==> src/sv/csp_pkg.sv <==
// Shared types and constants for the CSV cell splitter.
package csp_pkg;

   localparam int MAX_CELL_LEN = 64;
   localparam int MAX_LINE_LEN = 65536;
   localparam int MAX_COLUMNS = 64;

   localparam int POS_W = 16;
   localparam int COL_W = 7;
   localparam int ROW_W = 32;
   localparam int MASK_W = 64;
   localparam int MASK_IDX_W = 6;
   localparam int CSR_IDX_W = 3;

   localparam logic [POS_W-1:0] LINE_POS_MAX = POS_W'(MAX_LINE_LEN - 1);
   localparam logic [COL_W-1:0] COL_SAT = {COL_W{1'b1}};
   localparam logic [7:0] LINE_END = 8'd10;

   localparam int QUEUE_DEPTH = 4;
   localparam int QPTR_W = $clog2(QUEUE_DEPTH);
   localparam int QCNT_W = $clog2(QUEUE_DEPTH + 1);

   // Configuration register indexes.
   localparam logic [CSR_IDX_W-1:0] REG_QUOTE = 3'd0;
   localparam logic [CSR_IDX_W-1:0] REG_SEPARATOR = 3'd1;
   localparam logic [CSR_IDX_W-1:0] REG_COLUMN_COUNT = 3'd2;
   localparam logic [CSR_IDX_W-1:0] REG_STRING_MASK = 3'd3;
   localparam logic [CSR_IDX_W-1:0] REG_SKIP_HEADER = 3'd4;

   localparam logic KIND_CELL = 1'b0;
   localparam logic KIND_ROW_END = 1'b1;

   typedef enum logic [1:0] {
      ERR_NONE = 2'd0,
      ERR_TOO_LONG = 2'd1,
      ERR_COLUMNS = 2'd2
   } csp_err_type;

   // One parsed item as it travels from the front to the back.
   typedef struct packed {
      logic [ROW_W-1:0] row;
      logic [COL_W-1:0] col;
      logic [POS_W-1:0] offset;
      logic [POS_W-1:0] length;
      logic kind;
      logic last;
   } csp_item_type;

   // Header control from the configuration port.
   typedef struct packed {
      logic load;
      logic value;
   } csp_hdr_type;

endpackage

==> src/sv/csp_front.sv <==
// Front end: takes one byte per transfer, tracks quoting and cell bounds.
module csp_front import csp_pkg::*; (
   input  logic               clock,
   input  logic               reset,
   input  logic               in_accept,
   input  logic [7:0]         data_byte,
   input  logic               end_of_data,
   input  logic [7:0]         quote_char,
   input  logic [7:0]         separator_char,
   input  logic               skip_header,
   input  csp_hdr_type        hdr,
   output logic               item_valid,
   output csp_item_type       item
);

   logic             in_quotes_ff, in_quotes_in;
   logic             begins_quote_ff, begins_quote_in;
   logic [POS_W-1:0] line_pos_ff, line_pos_in;
   logic [POS_W-1:0] cell_base_ff, cell_base_in;
   logic [COL_W-1:0] column_ff, column_in;
   logic [ROW_W-1:0] row_ff, row_in;
   logic             header_pending_ff, header_pending_in;
   logic             started_ff, started_in;

   logic             at_start;
   logic             is_quote;
   logic [POS_W-1:0] pos_inc;

   always_comb begin
      at_start = (line_pos_ff == cell_base_ff);
      is_quote = (data_byte == quote_char);
      pos_inc = (line_pos_ff == LINE_POS_MAX) ? line_pos_ff : line_pos_ff + POS_W'(1);

      in_quotes_in = in_quotes_ff;
      begins_quote_in = begins_quote_ff;
      line_pos_in = line_pos_ff;
      cell_base_in = cell_base_ff;
      column_in = column_ff;
      row_in = row_ff;
      header_pending_in = header_pending_ff;
      started_in = started_ff;

      item_valid = 1'b0;
      item.row = row_ff;
      item.col = column_ff;
      item.offset = cell_base_ff;
      item.length = line_pos_ff - cell_base_ff;
      item.kind = KIND_CELL;
      item.last = 1'b0;

      if (in_accept) begin
         if (end_of_data || data_byte == LINE_END) begin
            // Close the open line; the header line and empty lines give nothing.
            if (!header_pending_ff && line_pos_ff != '0) begin
               item_valid = 1'b1;
               item.last = 1'b1;
               row_in = row_ff + ROW_W'(1);
               if (in_quotes_ff) begin
                  item.kind = KIND_ROW_END;
                  item.offset = '0;
                  item.length = '0;
               end
            end
            header_pending_in = 1'b0;
            in_quotes_in = 1'b0;
            begins_quote_in = 1'b0;
            line_pos_in = '0;
            cell_base_in = '0;
            column_in = '0;
            if (end_of_data) begin
               row_in = '0;
               header_pending_in = skip_header;
               started_in = 1'b0;
            end else begin
               started_in = 1'b1;
            end
         end else begin
            started_in = 1'b1;
            if (!header_pending_ff) begin
               if (at_start) begin
                  begins_quote_in = is_quote;
               end
               if (is_quote) begin
                  if (at_start || begins_quote_ff) begin
                     in_quotes_in = !in_quotes_ff;
                  end
               end else if (data_byte == separator_char && !in_quotes_ff) begin
                  item_valid = 1'b1;
                  if (column_ff != COL_SAT) begin
                     column_in = column_ff + COL_W'(1);
                  end
                  cell_base_in = pos_inc;
                  begins_quote_in = 1'b0;
               end
            end
            line_pos_in = pos_inc;
         end
      end else if (hdr.load && !started_ff) begin
         header_pending_in = hdr.value;
      end
   end

   always_ff @(posedge clock) begin
      if (reset) begin
         in_quotes_ff <= 1'b0;
         begins_quote_ff <= 1'b0;
         line_pos_ff <= '0;
         cell_base_ff <= '0;
         column_ff <= '0;
         row_ff <= '0;
         header_pending_ff <= 1'b1;
         started_ff <= 1'b0;
      end else begin
         in_quotes_ff <= in_quotes_in;
         begins_quote_ff <= begins_quote_in;
         line_pos_ff <= line_pos_in;
         cell_base_ff <= cell_base_in;
         column_ff <= column_in;
         row_ff <= row_in;
         header_pending_ff <= header_pending_in;
         started_ff <= started_in;
      end
   end

   // A cell never starts past the current line position.
   a_start_in_line: assert property (@(posedge clock) disable iff (reset)
      cell_base_ff <= line_pos_ff)
      else $error("cell start beyond line position");

   // Nothing is emitted while the header line is being dropped.
   a_header_silent: assert property (@(posedge clock) disable iff (reset)
      header_pending_ff |-> !item_valid)
      else $error("item emitted during header line");

   // A row end item only comes from a line that ends inside quotes.
   a_row_end_quoted: assert property (@(posedge clock) disable iff (reset)
      (item_valid && item.kind == KIND_ROW_END) |-> in_quotes_ff)
      else $error("row end item outside quotes");

endmodule

==> src/sv/csp_queue.sv <==
// Short queue of parsed items between the front and back ends.
module csp_queue import csp_pkg::*; (
   input  logic         clock,
   input  logic         reset,
   input  logic         push,
   input  csp_item_type push_item,
   input  logic         pop,
   output logic         full,
   output logic         not_empty,
   output csp_item_type head
);

   csp_item_type      entries_ff [QUEUE_DEPTH];
   logic [QPTR_W-1:0] wptr_ff, wptr_in;
   logic [QPTR_W-1:0] rptr_ff, rptr_in;
   logic [QCNT_W-1:0] count_ff, count_in;
   logic              do_push;
   logic              do_pop;

   always_comb begin
      full = (count_ff == QCNT_W'(QUEUE_DEPTH));
      not_empty = (count_ff != '0);
      head = entries_ff[rptr_ff];
      do_push = push && !full;
      do_pop = pop && not_empty;
      wptr_in = do_push ? wptr_ff + QPTR_W'(1) : wptr_ff;
      rptr_in = do_pop ? rptr_ff + QPTR_W'(1) : rptr_ff;
      count_in = count_ff;
      if (do_push && !do_pop) begin
         count_in = count_ff + QCNT_W'(1);
      end else if (do_pop && !do_push) begin
         count_in = count_ff - QCNT_W'(1);
      end
   end

   always_ff @(posedge clock) begin
      if (reset) begin
         wptr_ff <= '0;
         rptr_ff <= '0;
         count_ff <= '0;
      end else begin
         wptr_ff <= wptr_in;
         rptr_ff <= rptr_in;
         count_ff <= count_in;
      end
   end

   always_ff @(posedge clock) begin
      if (do_push) begin
         entries_ff[wptr_ff] <= push_item;
      end
   end

   a_no_overflow: assert property (@(posedge clock) disable iff (reset)
      !(push && full))
      else $error("push into a full queue");

   a_count_range: assert property (@(posedge clock) disable iff (reset)
      count_ff <= QCNT_W'(QUEUE_DEPTH))
      else $error("queue count out of range");

   a_pointer_gap: assert property (@(posedge clock) disable iff (reset)
      (count_ff == '0 || count_ff == QCNT_W'(QUEUE_DEPTH)) |-> (wptr_ff == rptr_ff))
      else $error("queue pointers disagree with count");

endmodule

==> src/sv/csp_back.sv <==
// Back end: grades each item for errors and holds the result register.
module csp_back import csp_pkg::*; (
   input  logic              clock,
   input  logic              reset,
   input  logic              q_not_empty,
   input  csp_item_type      q_head,
   output logic              q_pop,
   input  logic [COL_W-1:0]  column_count,
   input  logic [MASK_W-1:0] string_column_mask,
   output logic              rsp_valid,
   input  logic              rsp_stall,
   output logic [ROW_W-1:0]  rsp_row_index,
   output logic [COL_W-1:0]  rsp_column_index,
   output logic [POS_W-1:0]  rsp_cell_offset,
   output logic [POS_W-1:0]  rsp_cell_length,
   output logic              rsp_item_kind,
   output logic              rsp_last_in_row,
   output logic [1:0]        rsp_error_code
);

   logic             valid_ff, valid_in;
   logic [ROW_W-1:0] row_ff;
   logic [COL_W-1:0] col_ff, col_in;
   logic [POS_W-1:0] offset_ff;
   logic [POS_W-1:0] length_ff;
   logic             kind_ff;
   logic             last_ff;
   csp_err_type      err_ff, err_in;

   logic             string_col;
   logic             too_long;
   logic [COL_W-1:0] cells;

   always_comb begin
      q_pop = q_not_empty && (!valid_ff || !rsp_stall);
      valid_in = q_pop ? 1'b1 : (rsp_stall ? valid_ff : 1'b0);

      string_col = (q_head.col < COL_W'(MAX_COLUMNS)) &&
                   string_column_mask[q_head.col[MASK_IDX_W-1:0]];
      too_long = string_col && (q_head.length >= POS_W'(MAX_CELL_LEN));
      cells = (q_head.col == COL_SAT) ? COL_SAT : q_head.col + COL_W'(1);
      col_in = (q_head.col > COL_W'(MAX_COLUMNS)) ? COL_W'(MAX_COLUMNS) : q_head.col;

      err_in = ERR_NONE;
      if (q_head.kind == KIND_ROW_END) begin
         // A row left open in quotes never got its last cell.
         if (q_head.col != column_count) begin
            err_in = ERR_COLUMNS;
         end
      end else if (too_long) begin
         err_in = ERR_TOO_LONG;
      end else if (q_head.last && cells != column_count) begin
         err_in = ERR_COLUMNS;
      end
   end

   always_ff @(posedge clock) begin
      if (reset) begin
         valid_ff <= 1'b0;
      end else begin
         valid_ff <= valid_in;
      end
   end

   always_ff @(posedge clock) begin
      if (q_pop) begin
         row_ff <= q_head.row;
         col_ff <= col_in;
         offset_ff <= q_head.offset;
         length_ff <= q_head.length;
         kind_ff <= q_head.kind;
         last_ff <= q_head.last;
         err_ff <= err_in;
      end
   end

   assign rsp_valid = valid_ff;
   assign rsp_row_index = row_ff;
   assign rsp_column_index = col_ff;
   assign rsp_cell_offset = offset_ff;
   assign rsp_cell_length = length_ff;
   assign rsp_item_kind = kind_ff;
   assign rsp_last_in_row = last_ff;
   assign rsp_error_code = err_ff;

   a_row_end_last: assert property (@(posedge clock) disable iff (reset)
      (valid_ff && kind_ff == KIND_ROW_END) |-> last_ff)
      else $error("row end item not marked last");

   a_row_end_empty: assert property (@(posedge clock) disable iff (reset)
      (valid_ff && kind_ff == KIND_ROW_END) |-> (length_ff == '0 && err_ff != ERR_TOO_LONG))
      else $error("row end item carries a cell");

   a_column_sat: assert property (@(posedge clock) disable iff (reset)
      valid_ff |-> (col_ff <= COL_W'(MAX_COLUMNS)))
      else $error("column index not saturated");

endmodule

==> src/sv/csv_cell_splitter_unit.sv <==
// Top level of the CSV cell splitter: configuration registers and the three stages.
//
// The splitter takes one text byte per transfer and gives at most one cell
// descriptor per byte; it sustains one byte per clock cycle while the queue
// has room. The front end updates the line state (quoting, cell start, column
// and row counts) for every byte, so a byte is taken in each cycle as long as
// the four-entry item queue has room; req_stall rises only when that queue is
// full. A descriptor reaches the rsp port through the queue write and then the
// result register, and a stalled result does not block the input until the
// queue fills. Configuration writes take effect at once and should be made
// while no bytes are in flight.
module csv_cell_splitter_unit import csp_pkg::*; (
   input  logic                 clock,
   input  logic                 reset,
   input  logic                 req_valid,
   output logic                 req_stall,
   input  logic [7:0]           req_data_byte,
   input  logic                 req_end_of_data,
   output logic                 rsp_valid,
   input  logic                 rsp_stall,
   output logic [ROW_W-1:0]     rsp_row_index,
   output logic [COL_W-1:0]     rsp_column_index,
   output logic [POS_W-1:0]     rsp_cell_offset,
   output logic [POS_W-1:0]     rsp_cell_length,
   output logic                 rsp_item_kind,
   output logic                 rsp_last_in_row,
   output logic [1:0]           rsp_error_code,
   input  logic                 csr_we,
   input  logic [CSR_IDX_W-1:0] csr_index,
   input  logic [MASK_W-1:0]    csr_wdata
);

   logic [7:0]        quote_ff;
   logic [7:0]        separator_ff;
   logic [COL_W-1:0]  column_count_ff;
   logic [MASK_W-1:0] mask_ff;
   logic              skip_header_ff;

   csp_hdr_type       hdr;
   logic              in_accept;
   logic              item_valid;
   csp_item_type      item;
   logic              q_full;
   logic              q_not_empty;
   logic              q_pop;
   csp_item_type      q_head;

   always_ff @(posedge clock) begin
      if (reset) begin
         quote_ff <= 8'd34;
         separator_ff <= 8'd44;
         column_count_ff <= COL_W'(1);
         mask_ff <= '0;
         skip_header_ff <= 1'b1;
      end else if (csr_we) begin
         case (csr_index)
            REG_QUOTE: begin
               quote_ff <= csr_wdata[7:0];
            end
            REG_SEPARATOR: begin
               separator_ff <= csr_wdata[7:0];
            end
            REG_COLUMN_COUNT: begin
               column_count_ff <= csr_wdata[COL_W-1:0];
            end
            REG_STRING_MASK: begin
               mask_ff <= csr_wdata;
            end
            REG_SKIP_HEADER: begin
               skip_header_ff <= csr_wdata[0];
            end
            default: begin
            end
         endcase
      end
   end

   always_comb begin
      hdr.load = csr_we && (csr_index == REG_SKIP_HEADER);
      hdr.value = csr_wdata[0];
      req_stall = q_full;
      in_accept = req_valid && !q_full;
   end

   csp_front u_front (
      .clock          (clock),
      .reset          (reset),
      .in_accept      (in_accept),
      .data_byte      (req_data_byte),
      .end_of_data    (req_end_of_data),
      .quote_char     (quote_ff),
      .separator_char (separator_ff),
      .skip_header    (skip_header_ff),
      .hdr            (hdr),
      .item_valid     (item_valid),
      .item           (item)
   );

   csp_queue u_queue (
      .clock     (clock),
      .reset     (reset),
      .push      (item_valid),
      .push_item (item),
      .pop       (q_pop),
      .full      (q_full),
      .not_empty (q_not_empty),
      .head      (q_head)
   );

   csp_back u_back (
      .clock              (clock),
      .reset              (reset),
      .q_not_empty        (q_not_empty),
      .q_head             (q_head),
      .q_pop              (q_pop),
      .column_count       (column_count_ff),
      .string_column_mask (mask_ff),
      .rsp_valid          (rsp_valid),
      .rsp_stall          (rsp_stall),
      .rsp_row_index      (rsp_row_index),
      .rsp_column_index   (rsp_column_index),
      .rsp_cell_offset    (rsp_cell_offset),
      .rsp_cell_length    (rsp_cell_length),
      .rsp_item_kind      (rsp_item_kind),
      .rsp_last_in_row    (rsp_last_in_row),
      .rsp_error_code     (rsp_error_code)
   );

endmodule

==> config.mk <==
export PLATFORM = sky130hd
export DESIGN_NAME = csv_cell_splitter_unit
export DESIGN_NICKNAME = d
export VERILOG_FILES = /design/src/sv/csp_pkg.sv /design/src/sv/csp_front.sv /design/src/sv/csp_queue.sv /design/src/sv/csp_back.sv /design/src/sv/csv_cell_splitter_unit.sv
export SDC_FILE = /design/constraint.sdc
export NUM_CORES = 1
export LEC_CHECK = 0
export BUFFER_PORTS_ARGS = -buffer_cell sky130_fd_sc_hd__buf_2
export CAP_MARGIN = 20
export CORE_UTILIZATION = 25
export DETAILED_ROUTE_END_ITERATION = 10
export PLACE_DENSITY = 0.48
export REMOVE_ABC_BUFFERS = 1
export SLEW_MARGIN = 0
export SYNTH_ARGS = -nofsm -noshare
export SYNTH_HDL_FRONTEND = slang
export SYNTH_SLANG_ARGS = --single-unit
==> constraint.sdc <==
create_clock -name clock -period 8.7 [get_ports clock]
set_input_delay 1.74 -clock clock [delete_from_list [all_inputs] [get_ports clock]]
set_output_delay 1.74 -clock clock [all_outputs]
set_load 0.1 [all_outputs]
==> summary.md, run 1 <==
| Metric | Value |
|---|---|
| Nets@finish | 1,905 |
| Slew margin rel. | 0.329 |
| Hold_ws | 0.449 ns |
| WHS Endpoint | mask_ff[4] |
| Crit-path max FO | 29 |
| Vias | 13,462 |
| Adder-Cell Fraction of Synth Area | 0.0161 |
| Iteration count of the initial detailed-routing pass | 4 |
| CTS resizes | 0 |
| Fin. max-slew vios | 0 |
| XOR/XNOR share of the synthesized area | 0.0325 |
| CTS tree | yes |
| Yosys warnings | 0 |
| # clock sinks | 540 |
| Global-route wire length before repair | 81.9 mm |
| Sequential area share after synthesis | 0.659 |
| Max-cap violations | 0 |
| Syn Inst Count | 1,634 |
| FF-to-FF path depth | 7 |
| Post-Route Utilization | 0.303 |
| Routed Antenna Nets | 0 |
| Worst-Margin Slew | 1.00 ns |
| Layout cells sized above 1 | 0.208 |
| Status | complete, no violations |
| Min-delay worst type | reg -> reg |
| CP Class | in -> reg |
| Leakage | 9.17 nW |
| P_sw | 3.15 mW |
| Min Clock Period, post-route | 5.33 ns |
| Post-synth top flop | edfxtp_1 |
| Final Skew | 0.0496 ns |
| Worst skew pair latency | 0.65 ns |
| Flop pwr share | 0.374 |
| Pwr Density | 316 mW/mm^2 |
| TNS Setup | 0 ns |
| Average cell area after synthesis | 13.4 um^2 |
| Hold Path Stages | 2 |
| Number of H-tree levels | 2 |
| Worst setup EP type | register |
| Yosys cell types | 70 |
| Hold path start | mask_ff[4] |
| Die area | 0.0891 mm^2 |
| Vias in the first global route | 13,448 |
| Initial Util | 0.253 |
| Multi-input gate area | 0.00708 mm^2 |
| Top cell type's share of synthesized area | 0.502 |
| RSZ-0062 raised after global routing | false |
| Post-synth top area cell | edfxtp_1 |
| Comb power frac | 0.292 |
| Max Freq | 188 MHz |
| Area grow syn2layout | 19.9% |
| Largest net degree at the start of global routing | 82 |
| Reg2reg end | u_queue.entries_ff[1][42] |
| RR Startpoint | separator_ff[4] |
| DR WL/cell | 18.0 um |
| VDD IR max | 0.274 mV |
| Placer Congestion | 0.817 |
| Switching Fraction | 0.378 |
| Sequential Area | 0.0145 mm^2 |
| Detailed Place HPWL | 35.6 mm |
| Clock network power share | 0.334 |
| Share of flip-flops with an asynchronous set or reset | 0 |
| Internal power | 5.18 mW |
| Die height | 298 um |
| FILL cells | 8,738 |
| Reg2reg setup slack | 4.39 ns |
| Main combinational cell family by area after synthesis | simple AND/OR/NAND/NOR gates |
| Clock-pin transition on the worst setup and hold timing paths | 0.06 ns |
| FP Rows | 108 |
| Final setup viols | 0 |
| Final Hold Vio Count | 0 |
| Vias per cell | 4.48 |
| Post-Synth Simple-Gate Area | 0.111 |
| DRT Wirelength | 54.1 mm |
| Port-buffer cells | 157 |
| EDFF count, synth | 367 |
| Yosys reg bits | 540 |
| Starting DRT DRC Count | 841 |
| Total Power | 8.33 mW |
| Netlist Area Pre-Place | 0.0220 mm^2 |
| Startpoint types | primary input |
| Core footprint | 0.0869 mm^2 |
| TritonCTS buffer count | 61 |
| Hold-fix buffers, CTS | 0 |
| Post-CTS setup buffers | 0 |
| Top area cells in the synthesized netlist | edfxtp_1, dfxtp_1, mux4_2 |
| All-Layer GR Usage | 0.119 |
| CP required | 8.97 ns |
| Worst EP arrival | 5.60 ns |
| Final global-route overflow total | 0 |
| I/O pin count | 158 |
| Final period util | 0.612 |
| Max Buffers Root-to-Sink | 3 |
| Compound-cell area share of the yosys netlist | 0.0618 |
| Mux contribution to synthesized area | 0.0987 |
| DRC errors left | 0 |
| Final worst slack | 3.37 ns |
| Die extent in x | 298 um |
| Root Buffer | clkbuf_16 |
| Antenna violations before repair | 2 |
| Dpl ws | 2.67 ns |
cell usage in the layout, fill, tap and decap left out, drive strengths merged, types with 49 or more instances in the layout:
| cell | netlist | final |
|---|---|---|
| dfxtp | 173 | 173 |
| edfxtp | 367 | 367 |
| xnor2 | 49 | 49 |
| mux4 | 73 | 73 |
| nand2 | 204 | 204 |
| nor2 | 134 | 134 |
| a21oi | 128 | 128 |
| buf | 25 | 179 |
| clkbuf | 55 | 78 |
| mux2i | 49 | 49 |
synth_stat cells (16+ instances only):
| cell | number |
|---|---|
| ha_1 | 25 |
| nor3_1 | 16 |
| clkbuf_1 | 55 |
| o21ai_0 | 33 |
| dfxtp_1 | 173 |
| nor2_1 | 134 |
| mux2i_1 | 49 |
| xor2_1 | 30 |
| mux4_2 | 73 |
| nor2b_1 | 26 |
| or3_1 | 20 |
| inv_1 | 33 |
| xnor2_1 | 49 |
| a21oi_1 | 127 |
| edfxtp_1 | 367 |
| nand4_1 | 18 |
| nand2_1 | 204 |
| nand3_1 | 32 |
worst max-delay path, stage by stage:
cell and delay, ns:
buf_2 0.11, and4bb_2 0.26, a21oi_2 0.43, nand2_1 0.33, nor4_2 0.78, nor2_1 0.47, nor2b_4 0.90, buf_4 0.53
power groups by stage:
stage	Sequential, mW	Combinational, mW	Clock [mW]
4_1_cts	3.13	2.48	2.87
3_3_place_gp	3.19	2.46	0
6_report	3.12	2.43	2.78
3_5_place_dp	3.19	2.48	0
2_1_floorplan	4.57	0.571	0
5_1_grt	3.15	2.55	2.96
metrics by stage:
| stage | instance area, um^2 | cells |
|---|---|---|
| global route | 26300 | 3005 |
| CTS | 26300 | 3004 |
| detailed placement | 24100 | 2888 |
| global placement | 24100 | 2888 |
| finish | 26300 | 3006 |
| floorplan | 21600 | 1554 |
worst max path at each step:
stage / startpoint / slack [ns] / endpoint / depth (start not counted)
2_1_floorplan: req_data_byte[3] / 1.66 / u_queue.entries_ff[0][0] / 6
3_3_place_gp: req_data_byte[4] / 2.76 / u_queue.entries_ff[1][44] / 8
3_5_place_dp: req_data_byte[4] / 2.67 / u_queue.entries_ff[1][44] / 8
4_1_cts: req_data_byte[4] / 3.34 / u_queue.entries_ff[1][46] / 8
5_1_grt: req_data_byte[4] / 3.14 / u_queue.entries_ff[1][46] / 8
6_report: req_data_byte[4] / 3.37 / u_queue.entries_ff[1][42] / 8
per-layer routing:
metal,up-vias,GRT usage,part of all wire
met4,0,0.0339,0.021
met3,77,0.0194,0.041
met1,6781,0.165,0.47
met5,-,0,0
li1,6374,-,-
met2,230,0.191,0.47
flip-flops by register name (all words and copies together) (netlist names), 2 cells and up, named ones only:
signal / cells
u_queue.entries_ff: 292
u_back.rsp_cell_offset: 16
u_back.rsp_error_code: 2
u_front.column_ff: 7
u_front.row_ff: 32
u_front.cell_base_ff: 16
u_queue.wptr_ff: 2
u_back.rsp_row_index: 32
u_front.line_pos_ff: 16
separator_ff: 8
column_count_ff: 7
u_queue.count_ff: 3
mask_ff: 64
quote_ff: 8
u_queue.rptr_ff: 2
u_back.rsp_cell_length: 16
u_back.rsp_column_index: 7
final cells by class:
cell class,count,area share
tap,1155,0.0549
antenna,1,0.0000950
inverter,35,0.00504
clock buffer,77,0.0638
timing repair buffer,180,0.0364
sequential,540,0.550
multi-input combinational,979,0.269
clock inverter,39,0.0209
logic make-up (layout without fill, tap and decap cells):
kind of cell    Yosys count  after routing
flops                   540            540
simple gates            517            517
compound gates          230            230
mux                     125            125
buf+inv                 115            331
xor+xnor                 80             80
fa+ha+maj                27             27
other cells               0              1
Power figures use the tool's default switching activity.
==> run 2, diff against run 1 <==
- clock period: 8.7 -> 5.2 ns (I/O delays scaled with it)
==> summary.md, run 2 (same netlist as run 1, synthesis figures left out) <==
| Metric | Value |
|---|---|
| Min-delay worst type | reg -> reg |
| Flop pwr share | 0.400 (+0.026) |
| Post-route cell area | 0.0260 mm^2 (-1.2%) |
| FP Rows | 108 (unchanged) |
| P_sw | 5.22 mW (+66%) |
| Port-buffer cells | 157 (unchanged) |
| Post-Route Utilization | 0.300 (-0.00364) |
| Vias per cell | 4.50 (+0.53%) |
| RSZ-0062 raised after global routing | false |
| Commonest non-fill, non-tap cell in the layout | edfxtp_1 |
| Worst setup EP type | register |
| Largest net degree at the start of global routing | 74 (-9.8%) |
| Clock-pin transition on the worst setup and hold timing paths | 0.06 ns (about the same) |
| Root Buffer | clkbuf_16 |
| Min Clock Period, post-route | 3.81 ns |
| Routed Antenna Nets | 0 (unchanged) |
| Final period util | 0.732 |
| Core footprint | 0.0869 mm^2 (unchanged) |
| DR WL/cell | 18.1 um (+0.37%) |
| Leakage | 8.96 nW (-2.3%) |
| Max reg flops | 292 (unchanged) |
| Final Skew | 0.0492 ns (-0.000352 ns) |
| Final setup viols | 0 (unchanged) |
| Largest Register | u_queue.entries_ff |
| FILL cells | 8,768 (+0.34%) |
| Die extent in x | 298 um (unchanged) |
| Fin. max-slew vios | 0 (unchanged) |
| Worst skew pair latency | 0.62 ns (-0.03 ns) |
| DRC errors left | 0 (unchanged) |
| Final worst slack | 1.39 ns (-1.98 ns) |
| Max Freq | 263 MHz |
| Layout cells sized above 1 | 0.200 (-0.00789) |
| Hold-fix buffers, CTS | 0 (unchanged) |
| CP required | 5.56 ns (-3.41 ns) |
| Internal power | 8.07 mW (+56%) |
| Clock network power share | 0.301 (-0.033) |
| Switching Fraction | 0.393 (+0.0146) |
| CP Class | reg -> reg |
| # clock sinks | 540 (unchanged) |
| TritonCTS buffer count | 61 (unchanged) |
| ANT cells | 0 (-1) |
| I/O pin count | 158 (unchanged) |
| Post-CTS setup buffers | 0 (unchanged) |
| Starting DRT DRC Count | 782 (-7.0%) |
| Dpl ws | 0.922 ns (-1.74 ns) |
| Die area | 0.0891 mm^2 (unchanged) |
| Final global-route overflow total | 0 (unchanged) |
| Nets@finish | 1,902 (-0.16%) |
| Vias | 13,498 (+0.27%) |
| Vias in the first global route | 13,809 (+2.7%) |
| Number of H-tree levels | 2 (unchanged) |
| CTS resizes | 0 (unchanged) |
| Pwr Density | 511 mW/mm^2 (+62%) |
| Comb power frac | 0.299 (+0.007) |
| Die height | 298 um (unchanged) |
| Crit-path max FO | 40 (+38%) |
| Initial Util | 0.253 (unchanged) |
| Commonest non-fill, non-tap cells in the layout | edfxtp_1, nand2_1, dfxtp_1, buf_2, nor2_1 |
| Worst-Margin Slew | 1.03 ns (+0.0296 ns) |
| Biggest regs | u_queue.entries_ff (292), mask_ff (64) |
| Global-route wire length before repair | 83.1 mm (+1.4%) |
| Detailed Place HPWL | 34.8 mm (-2.2%) |
| Hold_ws | 0.451 ns (+0.00197 ns) |
| Placer Congestion | 0.803 (-1.7%) |
| Antenna violations before repair | 1 (-1) |
| Worst EP arrival | 4.16 ns (-1.44 ns) |
| Iteration count of the initial detailed-routing pass | 5 (+1) |
| Status | complete, no violations |
| DRT Wirelength | 54.1 mm (+0.11%) |
| Startpoint types | register |
| VDD IR max | 0.455 mV (+66%) |
| Slew margin rel. | 0.308 (-0.0209) |
| Dpl cell area | 0.0241 mm^2 (+0.13%) |
| Max Buffers Root-to-Sink | 3 (unchanged) |
| Max-cap violations | 0 (unchanged) |
| All-Layer GR Usage | 0.120 (+0.00129) |
| Final Hold Vio Count | 0 (unchanged) |
| CTS tree | yes |
| Area grow syn2layout | 18.4% |
==> run 2: final cells by class <==
cell class,instances,area (um^2),area share
clock buffers,76,1630,0.0625
clock inverters,36,240,0.00923
inverters,35,133,0.00510
repair buffers,177,1010,0.0388
flip-flops and latches,540,14500,0.557
well taps,1155,1450,0.0555
multi-input cells,979,7080,0.272
==> run 2: power by group through the flow <==
stage	Combinational, mW	Sequential [mW]	Clock (mW)
detailed placement	4.04	5.43	0
CTS	4.05	5.35	4.15
finish	3.97	5.32	4.00
global placement	4.02	5.44	0
global route	4.15	5.38	4.29
floorplan	0.955	7.65	0
==> run 2: path summary, 6_finish.rpt <==
check	start	endpoint	slack, ns	cells past startpoint
worst max-delay path	register	u_back.rsp_error_code[1]	1.39	8
worst min-delay path	mask_ff[48]	mask_ff[48]	0.45	2
worst max register to register	register	u_back.rsp_error_code[1]	1.39	8
worst min register to register	mask_ff[48]	mask_ff[48]	0.45	2
==> run 2: stage by stage <==
step	setup TNS (ns)	cells	total power [mW]
floorplan	-348.63	1554	8.60
global placement	0	2884	9.46
detailed placement	0	2884	9.48
CTS	0	2996	13.6
global route	0	2998	13.8
finish	0	2998	13.3
==> run 2: worst max-delay path, stage by stage (launching register included) <==
cell and delay [ns]:
dfxtp_4 0.79, mux2i_1 0.25, mux2_2 0.43, clkinv_2 0.57, ha_1 0.52, and3_1 0.24, or3_1 0.36, a311oi_1 0.27
a221oi_1 0.11
==> run 2: per-layer routing <==
| metal | global-route usage | share of wire | vias to the layer above |
|---|---|---|---|
| met4 | 0.0365 | 0.022 | 0 |
| met3 | 0.0217 | 0.051 | 78 |
| li1 | - | - | 6365 |
| met5 | 0 | 0 | - |
| met2 | 0.193 | 0.47 | 298 |
| met1 | 0.164 | 0.46 | 6757 |
==> run 3, diff against run 2 <==
- ABC_AREA: not set -> 1
- clock period: 5.2 -> 4 ns (I/O delays scaled with it)
==> summary.md, run 3 <==
| Metric | Value |
|---|---|
| Syn Inst Count | 2,355 (+44%) |
| CP max stage cell | dfxtp_4 |
| FILL cells | 9,542 (+8.8%) |
| Die height | 306 um (+2.5%) |
| Initial Util | 0.252 (-0.000519) |
| Mux contribution to synthesized area | 0 (-0.0987) |
| Root Buffer | clkbuf_16 |
| Final setup viols | 0 (unchanged) |
| Slew margin rel. | 0.419 (+0.111) |
| Number of H-tree levels | 2 (unchanged) |
| Crit-path max FO | 148 (+270%) |
| Max reg flops | 292 (unchanged) |
| EDFF count, synth | 367 (unchanged) |
| Max Freq | 315 MHz (+20%) |
| Iteration count of the initial detailed-routing pass | 7 (+2) |
| RSZ-0062 raised after global routing | false |
| Final Skew | 0.0303 ns (-0.0189 ns) |
| Min Clock Period, post-route | 3.18 ns (-0.630 ns) |
| Flop pwr share | 0.354 (-0.046) |
| Status | complete, no violations |
| Die extent in x | 306 um (+2.5%) |
| Final Hold Vio Count | 0 (unchanged) |
| VDD IR max | 0.528 mV (+16%) |
| Clock-pin transition on the worst setup and hold timing paths | 0.06 ns (about the same) |
| I/O pin count | 158 (unchanged) |
| Area grow syn2layout | 18.2% |
| Critical-path cell list | buf_12 > nand2_1 > nand2_1 > nand2_1 > nand2_2 > ha_1 > nand3_1 > nor2_1 > nand3_1 > nand3_1 > nand2_1 > nor2_1 > nand2_1 > nor2_1 > nor2_1 > nand2_1 > nand2_1 |
| Largest net degree at the start of global routing | 149 (+100%) |
| Count leader, synth | edfxtp_1 |
| Detailed Place HPWL | 39.6 mm (+14%) |
| DR WL/cell | 16.7 um (-7.6%) |
| Post-synth top area cell | edfxtp_1 |
| Total Power | 20.1 mW (+51%) |
| DRT Wirelength | 62.1 mm (+15%) |
| ANT cells | 0 (unchanged) |
| Global-route wire length before repair | 95.7 mm (+15%) |
| Layout cells sized above 1 | 0.125 (-0.0744) |
| Final global-route overflow total | 0 (unchanged) |
| CP required | 4.37 ns (-1.19 ns) |
| Vias | 16,787 (+24%) |
| Routed Antenna Nets | 0 (unchanged) |
| Core footprint | 0.0915 mm^2 (+5.3%) |
| Hold-fix buffers, CTS | 0 (unchanged) |
| Die area | 0.0936 mm^2 (+5.1%) |
| Startpoint types | register |
| Worst setup EP type | register |
| Worst-Margin Slew | 0.871 ns (-0.163 ns) |
| CP Class | reg -> reg |
| XOR/XNOR share of the synthesized area | 0.0167 (-0.0158) |
| # clock sinks | 540 (unchanged) |
| Worst EP arrival | 3.55 ns (-0.61 ns) |
| Antenna violations before repair | 2 (+1) |
| All-Layer GR Usage | 0.130 (+0.00971) |
| Multi-input gate area | 0.00733 mm^2 (+3.5%) |
| Yosys warnings | 0 (unchanged) |
| Post-Route Utilization | 0.298 (-0.00112) |
| Top cell type's share of synthesized area | 0.477 (-0.0244) |
| Commonest non-fill, non-tap cells in the layout | edfxtp_1, nand2_1, nor2_1, o21ai_0, inv_1 |
| FP Rows | 111 (+2.8%) |
| Compound-cell area share of the yosys netlist | 0.128 (+0.0657) |
| Internal power | 11.5 mW (+42%) |
| Comb power frac | 0.368 (+0.069) |
| Pwr Density | 735 mW/mm^2 (+44%) |
| Share of flip-flops with an asynchronous set or reset | 0 (unchanged) |
| Buf/Inv on CP | 1 (unchanged) |
| Post-Synth Simple-Gate Area | 0.156 (+0.0450) |
| Hold_ws | 0.445 ns (-0.00627 ns) |
| Yosys cell types | 50 (-29%) |
| Switching Fraction | 0.427 (+0.0343) |
| Nets@finish | 2,601 (+37%) |
| Adder-Cell Fraction of Synth Area | 0.0153 (-0.000782) |
| CTS resizes | 0 (unchanged) |
| Main combinational cell family by area after synthesis | simple AND/OR/NAND/NOR gates |
| TNS Setup | 0 ns (unchanged) |
| CTS tree | yes |
| DRC errors left | 0 (unchanged) |
| Yosys reg bits | 540 (unchanged) |
| Leakage | 9.81 nW (+9.5%) |
| TritonCTS buffer count | 59 (-3.3%) |
| Post-route cell area | 0.0273 mm^2 (+4.9%) |
| Vias in the first global route | 16,196 (+17%) |
| Final period util | 0.794 (+0.0621) |
| Sequential area share after synthesis | 0.627 (-0.0321) |
| Vias per cell | 4.51 (about the same) |
| Worst skew pair latency | 0.63 ns (about the same) |
| Dpl cell area | 0.0253 mm^2 (+4.9%) |
| Starting DRT DRC Count | 1,270 (+62%) |
| Commonest non-fill, non-tap cell in the layout | edfxtp_1 |
| Placer Congestion | 0.832 (+3.6%) |
| Delay-heaviest family, CP | simple AND/OR/NAND/NOR gates |
| Biggest regs | u_queue.entries_ff (292), mask_ff (64) |
| Fin. max-slew vios | 0 (unchanged) |
| P_sw | 8.57 mW (+64%) |
| Crit-path most repeated cell | nand2_1 |
| Clock network power share | 0.279 (-0.022) |
| Min-delay worst type | reg -> reg |
| Reg2reg setup slack | 0.82 ns (-0.57 ns) |
| Crit-path max cell delay | 0.39 ns (-0.40 ns) |
| Netlist Area Pre-Place | 0.0231 mm^2 (+5.1%) |
| Average cell area after synthesis | 9.81 um^2 (-27%) |
| Top area cells in the synthesized netlist | edfxtp_1, dfxtp_1, nand2_1 |
| Largest Register | u_queue.entries_ff |
| Sequential Area | 0.0145 mm^2 (about the same) |
| Max Buffers Root-to-Sink | 3 (unchanged) |
| Post-CTS setup buffers | 0 (unchanged) |
| Max-cap violations | 0 (unchanged) |
| Port-buffer cells | 157 (unchanged) |
| Synth cell count leaders | edfxtp_1, nand2_1, nor2_1, o21ai_0, inv_1 |
| Post-synth top flop | edfxtp_1 |
-- run 3: worst paths after layout --
check / start / endpoint / depth (start not counted)
max: register / u_back.rsp_error_code[1] / 17
min: mask_ff[14] / mask_ff[14] / 2
max reg2reg: register / u_back.rsp_error_code[1] / 17
min reg2reg: mask_ff[14] / mask_ff[14] / 2
-- run 3: power by group through the flow --
stage	registers (mW)	logic (mW)	clock network [mW]
finish	7.10	7.37	5.59
global route	7.17	7.95	5.98
CTS	7.13	7.52	5.77
detailed placement	7.24	7.48	0
global placement	7.25	7.49	0
floorplan	10.2	2.48	0
-- run 3: area by class of cell --
cell class	count	share of cell area
sequential	540	0.531
multi-input combinational	1481	0.268
timing repair buffer	190	0.0433
clock buffer	74	0.0607
clock inverter	33	0.0121
inverter	221	0.0307
tap	1186	0.0543
-- run 3: metal layers --
metal  part of all wire  up-vias  wire, um  track usage
li1                   -     8390         -            -
met1               0.47     8043     29000        0.175
met2               0.48      280     29600        0.217
met3              0.035       74      2150       0.0177
met4              0.021        0      1320       0.0348
met5                  0        -         0            0
-- run 3: through the flow --
step | instances | worst slack, ns
CTS | 3725 | 0.592
global route | 3725 | 0.342
finish | 3725 | 0.824
floorplan | 2242 | -2.27
detailed placement | 3618 | 0.531
global placement | 3618 | 0.604
-- run 3: tightest hold or removal path, stage by stage, from the launching register on --
cell	delay (ns)
dfxtp_1	0.31
inv_1	0.05
a21oi_1	0.05
-- run 3: cell families (layout without fill, tap and decap cells) --
family / Yosys count / in the layout
buf+inv: 334 / 518
fa+ha+maj: 27 / 27
xor+xnor: 44 / 44
simple gates: 859 / 859
compound gates: 551 / 551
flops: 540 / 540
